File: src/rtl/core/scfm_pkg.sv
package scfm_pkg;

  // Field and register widths.
  localparam int OP_W       = 2;
  localparam int SYM_W      = 8;
  localparam int VAL_W      = 17;
  localparam int STATUS_W   = 2;
  localparam int CNT_W      = 9;
  localparam int LOG2_W     = 5;
  localparam int CFG_IDX_W  = 1;
  localparam int CFG_DATA_W = 9;

  // Operation codes.
  localparam logic [OP_W-1:0] OP_LOAD   = 2'd0;
  localparam logic [OP_W-1:0] OP_ENCODE = 2'd1;
  localparam logic [OP_W-1:0] OP_DECODE = 2'd2;

  // Result status codes.
  localparam logic [STATUS_W-1:0] STATUS_OK        = 2'd0;
  localparam logic [STATUS_W-1:0] STATUS_BAD_SYM   = 2'd1;
  localparam logic [STATUS_W-1:0] STATUS_LOAD_PAST = 2'd2;
  localparam logic [STATUS_W-1:0] STATUS_SUM_OVER  = 2'd3;

  // Configuration register indexes.
  localparam logic [CFG_IDX_W-1:0] REG_SYMBOL_COUNT = 1'd0;
  localparam logic [CFG_IDX_W-1:0] REG_TOTAL_LOG2   = 1'd1;

  localparam logic [CNT_W-1:0]  SYMBOL_COUNT_RST = 9'd256;
  localparam logic [LOG2_W-1:0] TOTAL_LOG2_RST   = 5'd16;

  // Control part of a search token travelling down the cell chain.
  typedef struct packed {
    logic valid;
    logic is_dec;
    logic done;
  } tok_ctl_t;

endpackage

File: src/rtl/core/scfm_cell.sv
module scfm_cell
  import scfm_pkg::*;
#(
  parameter int Index = 0,
  parameter int SumW  = 17,
  parameter int IdxW  = 8
) (
  input  logic             clk_i,
  input  logic             rst_ni,
  // Token injection, broadcast to every cell.
  input  tok_ctl_t         inj_ctl_i,
  input  logic [CNT_W-1:0] inj_idx_i,
  input  logic [SumW-1:0]  inj_key_i,
  input  logic [SumW-1:0]  inj_a_i,
  // Token from the cell above.
  input  tok_ctl_t         up_ctl_i,
  input  logic [SumW-1:0]  up_key_i,
  input  logic [SumW-1:0]  up_a_i,
  input  logic [IdxW-1:0]  up_found_i,
  // Table write, broadcast to every cell.
  input  logic             wr_en_i,
  input  logic [CNT_W-1:0] wr_idx_i,
  input  logic [SumW-1:0]  wr_data_i,
  // Token handed to the cell below.
  output tok_ctl_t         dn_ctl_o,
  output logic [SumW-1:0]  dn_key_o,
  output logic [SumW-1:0]  dn_a_o,
  output logic [IdxW-1:0]  dn_found_o
);

  logic [SumW-1:0] cum_q;
  tok_ctl_t        ctl_q, ctl_d;
  logic [SumW-1:0] key_q, key_d;
  logic [SumW-1:0] a_q, a_d;
  logic [IdxW-1:0] found_q, found_d;
  logic            sel_inj;
  logic            hit;

  assign sel_inj = inj_ctl_i.valid && (int'(inj_idx_i) == Index);

  always_comb begin
    if (sel_inj) begin
      ctl_d   = inj_ctl_i;
      key_d   = inj_key_i;
      a_d     = inj_a_i;
      found_d = '0;
    end else begin
      ctl_d   = up_ctl_i;
      key_d   = up_key_i;
      a_d     = up_a_i;
      found_d = up_found_i;
    end
  end

  always_ff @(posedge clk_i or negedge rst_ni) begin
    if (!rst_ni) begin
      ctl_q <= '0;
    end else begin
      ctl_q <= ctl_d;
    end
  end

  always_ff @(posedge clk_i) begin
    key_q   <= key_d;
    a_q     <= a_d;
    found_q <= found_d;
  end

  always_ff @(posedge clk_i) begin
    if (wr_en_i && (int'(wr_idx_i) == Index)) begin
      cum_q <= wr_data_i;
    end
  end

  // A decode stops at the first bound from the top that is not above the
  // target, or at symbol zero; an encode stops at its own symbol.
  assign hit = ctl_q.is_dec ? ((Index == 0) || (key_q >= cum_q))
                            : (key_q == SumW'(Index));

  // Before the hit the token carries the bound of the cell above as the
  // upper edge; after it, the key holds the low bound and a the width.
  always_comb begin
    dn_ctl_o   = ctl_q;
    dn_key_o   = key_q;
    dn_a_o     = a_q;
    dn_found_o = found_q;
    if (ctl_q.valid && !ctl_q.done) begin
      if (hit) begin
        dn_ctl_o.done = 1'b1;
        dn_key_o      = cum_q;
        dn_a_o        = (a_q >= cum_q) ? (a_q - cum_q) : '0;
        dn_found_o    = IdxW'(Index);
      end else begin
        dn_a_o = cum_q;
      end
    end
  end

endmodule

File: config.mk
export PLATFORM = sky130hd
export DESIGN_NAME = scfm_cell
export DESIGN_NICKNAME = d
export VERILOG_FILES = /design/src/rtl/core/scfm_pkg.sv /design/src/rtl/core/scfm_cell.sv
export SDC_FILE = /design/constraint.sdc
export NUM_CORES = 1
export LEC_CHECK = 0
export BUFFER_PORTS_ARGS = -buffer_cell sky130_fd_sc_hd__buf_2
export CAP_MARGIN = 20
export CELL_PAD_IN_SITES_DETAIL_PLACEMENT = 1
export CELL_PAD_IN_SITES_GLOBAL_PLACEMENT = 1
export CORE_ASPECT_RATIO = 1.2
export CORE_MARGIN = 2
export CORE_UTILIZATION = 36
export CTS_CLUSTER_SIZE = 16
export DETAILED_ROUTE_END_ITERATION = 12
export PLACE_DENSITY_LB_ADDON = 0.1
export REMOVE_ABC_BUFFERS = 1
export SLEW_MARGIN = 5
export SYNTH_ARGS = -nofsm -noshare
export SYNTH_HDL_FRONTEND = slang
export SYNTH_SLANG_ARGS = --single-unit
export TNS_END_PERCENT = 5
File: constraint.sdc
create_clock -name clk_i -period 5.8 [get_ports clk_i]
set_input_delay 1.16 -clock clk_i [delete_from_list [all_inputs] [get_ports clk_i]]
set_output_delay 1.16 -clock clk_i [all_outputs]
set_load 0.02 [all_outputs]
==> impl.org <==
** Logic synthesis
- Number of distinct standard cells referenced by the synthesized netlist :: 47
- Summing the areas of all and, or, nand and nor instances in the mapped netlist gives about an eighth of the synthesized area.
- In the synthesized netlist the dominant register cell turns out to be sky130_fd_sc_hd__dfxtp_1.
- Post-Syn Instances :: roughly 350
- Summing the areas of all fa, ha and maj instances in the mapped netlist gives under 10% of the synthesized area.
- Counting flops and latches in the post-synthesis netlist gives 62.
- Summing the areas of all xor and xnor instances in the mapped netlist gives under 10% of the synthesized area.
- Mean cell area of the mapped netlist :: 9.83 µm²
- Fraction of the yosys area taken by sequential cells :: 41.9%
- Of all flip-flops after synthesis, the portion carrying an async set or reset was roughly 4.8%.
- Share of synthesized area spent on multiplexers :: 12.5%
- Yosys warnings :: 0
- The synthesized netlist devotes a little under a fifth of its cell area to compound gates.
- Total standard cell area after synthesis :: 3400 µm²
- The synthesized design contains 17 enable-type register cells.
- By area, the combinational part of the netlist is dominated by compound AO/OA/AOI/OAI gates.

** Critical path
- The worst setup path is launched from a flip-flop.
- Data arrival at the endpoint of the critical path :: ~3000 ps
- The worst setup path is captured at an output port.
- Worst Setup Path Type :: reg -> out
- Critical Path RT :: approximately 4600 ps
- Of all nets on the critical path, the largest fanout is 17.

** GRT
- Largest net degree at the start of global routing :: 46
- For this run the aggregate overflow at the end of global routing stands at 0.
- Initial antenna violation count :: 0
- First-pass GRT wire length :: between 15000 and 20000 µm
- Overall fraction of global-route tracks in use :: a little over a fifth
- Number of global-route vias before repair :: about 3600

** Pwr
- Maximum VDD drop :: roughly 0.12 mV
- Lkg Pwr :: about 2.2 nW
- The completed layout was analyzed and its total power is 1.03 mW.
- Sw Share :: between 20% and 30%
- Power spread over the standard cell area amounts to 227 nW/µm².
- Power share of the clock group :: between 30% and 40%
- Combinational cell fraction of total power :: a little under a fifth
- Proportion of power drawn by flip-flops and latches :: between 40 and 50%
- P_sw :: 0.294 mW
- Cell internal pwr :: ~0.73 mW

** STA
- Setup repair after global routing left no endpoint under its margin.
- Setup violations remaining at the end of the flow were counted as 0.
- Timing would allow up to ~0.24 GHz.
- Hold Fails Final Rpt :: 0
- Relative slew margins :: ~34%
- At the pin with the least slew margin, the transition time is approximately 1000 ps.
- The number of pins with negative max-slew slack in the final report came to 0.
- Final critical-path required period :: roughly 4300 ps
- The worst path uses 73.4% of the clock period.
- Fin Setup TNS :: 0 ps

** Clocking
- The tree built by TritonCTS fans out to between 60 and 70 sinks.
- Clock tree from TritonCTS :: yes
- In this run the post-CTS setup repair buffer count came out at 0.
- Clock-pin slew was measured on the worst setup and hold paths at 80 ps.
- In this run the deepest clock path goes through 2 buffers.
- Count of instances resized after the clock tree is built :: 0
- Counting the buffers created by CTS gives 9.
- The H-tree was split into 3 levels.
- CTS Hold Bufs :: 0
- The tree is rooted in a sky130_fd_sc_hd__clkbuf_8.

** Floorplan
- Measured along the y axis, the die boundary spans 110 µm.
- Die Span X :: just over 90 µm
- Starting density of the core :: between 30% and 40%
- Core region area :: around 9100 µm²
- In this run the count of I/O pins placed on the die edge is between 150 and 200.
- Row count :: 38
- The die covers roughly 10000 µm².

** Layout
- After routing the design area is 4520 µm².
- Most frequent standard cell in the layout excluding fill and tap cells :: sky130_fd_sc_hd__buf_2
- Of the cells placed in the final design, the portion with a size suffix greater than 1 is around 44%.
- Highest-count cells in the layout ignoring fill and taps :: sky130_fd_sc_hd__buf_2, sky130_fd_sc_hd__dfxtp_1, sky130_fd_sc_hd__mux2_2, sky130_fd_sc_hd__nand2_1, sky130_fd_sc_hd__o21ai_0
- The number of antenna diodes in the final layout is 0.
- After the last flow step, the layout net total stands at approximately 650.
- # fillers :: between 1000 and 1500
- From synthesis to final layout, the design area changed by 33.0%.

** Place
- The placed instances occupy a cell area of around 4300 µm².
- Port Buffers :: between 150 and 200
- DP Wirelength :: 8030 µm
- The congestion estimate from routability-driven global placement came to 0.817.

** Status
- Run status :: completed

** Detailed routing
- Number of routed nets with antenna violations :: 0
- In the final routed layout, each cell accounts on average for about 17 µm.
- Via count :: around 3200
- The first detailed-routing pass took 4 iterations.
- For this run, design rule violations remaining after detail routing come to 0.
- Dividing the detail-routed via count by the number of cells gives 5.12.
- Wire length reported by the detailed router :: about 11000 µm
- Violation count after the first detailed-route iteration :: between 70 and 80

** Flow run
- Max-cap violations in this run came to 0.

** Min path
- The worst hold path belongs to the class in -> async.
## stage by stage
stage	hold WS (ps)	setup WS (ps)	util, %	cells
after global placement	957	1990	47.2	615
final	588	1550	49.5	632
after floorplan	864	2020	-	329
after detailed placement	966	1890	47.2	615
after CTS	570	1500	49.2	631
after global routing	563	1360	49.5	632
## cells in the mapped netlist, types with 2 or more instances
cell type / number / area, µm²
sky130_fd_sc_hd__nand2_1: 25 / 93.8
sky130_fd_sc_hd__inv_1: 23 / 86.3
sky130_fd_sc_hd__nand3_1: 7 / 35.0
sky130_fd_sc_hd__a31oi_1: 2 / 12.5
sky130_fd_sc_hd__a22oi_1: 17 / 128
sky130_fd_sc_hd__o21ai_0: 24 / 120
sky130_fd_sc_hd__buf_4: 2 / 15.0
sky130_fd_sc_hd__a21o_1: 7 / 52.6
sky130_fd_sc_hd__ha_1: 17 / 213
sky130_fd_sc_hd__clkbuf_1: 12 / 45.0
sky130_fd_sc_hd__o21a_1: 5 / 37.5
sky130_fd_sc_hd__dfxtp_1: 42 / 841
sky130_fd_sc_hd__mux2_2: 37 / 417
sky130_fd_sc_hd__nor2_1: 8 / 30.0
sky130_fd_sc_hd__nor3_1: 2 / 10.0
sky130_fd_sc_hd__and4_1: 3 / 26.3
sky130_fd_sc_hd__o21ai_1: 10 / 50.1
sky130_fd_sc_hd__o21bai_1: 2 / 15.0
sky130_fd_sc_hd__edfxtp_1: 17 / 510
sky130_fd_sc_hd__nand2b_1: 6 / 37.5
sky130_fd_sc_hd__and3_1: 4 / 25.0
sky130_fd_sc_hd__buf_2: 2 / 10.0
sky130_fd_sc_hd__o31ai_1: 5 / 37.5
sky130_fd_sc_hd__nor4_1: 6 / 37.5
sky130_fd_sc_hd__a21oi_1: 13 / 65.1
sky130_fd_sc_hd__xor2_1: 7 / 61.3
sky130_fd_sc_hd__and2_1: 17 / 106
sky130_fd_sc_hd__dfrtp_1: 3 / 75.1
sky130_fd_sc_hd__xnor2_1: 3 / 26.3
## worst max path at each step
| stage | startpoint | to | slack [ps] | cells after the start |
|---|---|---|---|---|
| 2_1_floorplan | key_q[9] | dn_a_o[10] | 2020 | 6 |
| 3_3_place_gp | cum_q[8] | dn_a_o[10] | 1990 | 9 |
| 3_5_place_dp | cum_q[8] | dn_a_o[13] | 1890 | 9 |
| 4_1_cts | cum_q[8] | dn_a_o[13] | 1500 | 9 |
| 5_1_grt | cum_q[6] | dn_a_o[5] | 1360 | 9 |
| 6_report | cum_q[8] | dn_a_o[13] | 1550 | 9 |
## power by group through the flow
stage	Sequential, mW	Clock (mW)	Combinational (mW)
final	0.470	0.363	0.192
after global routing	0.472	0.391	0.213
after CTS	0.470	0.374	0.195
after detailed placement	0.480	0	0.193
after global placement	0.480	0	0.190
after floorplan	0.478	0	0.108
## sequential cells by signal, indices dropped and copies added, names as in the netlist
signal    flops
a_q          17
ctl_q         1
cum_q        17
dn_ctl_o      2
found_q       8
key_q        17
## worst max-delay path, cell delays in order (launching register included)
cell,delay (ps)
sky130_fd_sc_hd__edfxtp_1,360
sky130_fd_sc_hd__inv_1,60
sky130_fd_sc_hd__ha_1,410
sky130_fd_sc_hd__and4_1,260
sky130_fd_sc_hd__nand3_1,120
sky130_fd_sc_hd__o21bai_1,250
sky130_fd_sc_hd__and2_1,170
sky130_fd_sc_hd__a211o_1,530
sky130_fd_sc_hd__o31ai_1,360
sky130_fd_sc_hd__buf_2,210
## cells by family (layout without fill, tap and decap cells)
| kind of cell | after synthesis | count (layout) |
|---|---|---|
| simple gates | 82 | 82 |
| mux | 38 | 38 |
| compound gates | 96 | 96 |
| buf+inv | 40 | 206 |
| flops | 62 | 62 |
| xor+xnor | 10 | 10 |
| fa+ha+maj | 18 | 18 |
## area by class of cell
| class | instances | area, µm² | share of cell area, % |
|---|---|---|---|
| inverters | 23 | 86.3 | 1.91 |
| clock buffers | 11 | 153 | 3.37 |
| clock inverters | 5 | 31.3 | 0.692 |
| well taps | 120 | 150 | 3.32 |
| multi-input cells | 244 | 1810 | 40.1 |
| repair buffers | 167 | 863 | 19.1 |
| flip-flops and latches | 62 | 1430 | 31.5 |
## metal layers
| metal | GRT usage [%] | vias to the layer above | share of wire [%] | routed length [µm] |
|---|---|---|---|---|
| met2 | 38.4 | 107 | 52 | 5550 |
| met4 | 9.22 | 0 | 2.5 | 269 |
| met1 | 24.5 | 1533 | 40 | 4230 |
| li1 | - | 1577 | - | - |
| met3 | 5.32 | 19 | 5.4 | 570 |
| met5 | 0 | - | 0 | 0 |
(Power assumes the default switching activity.)
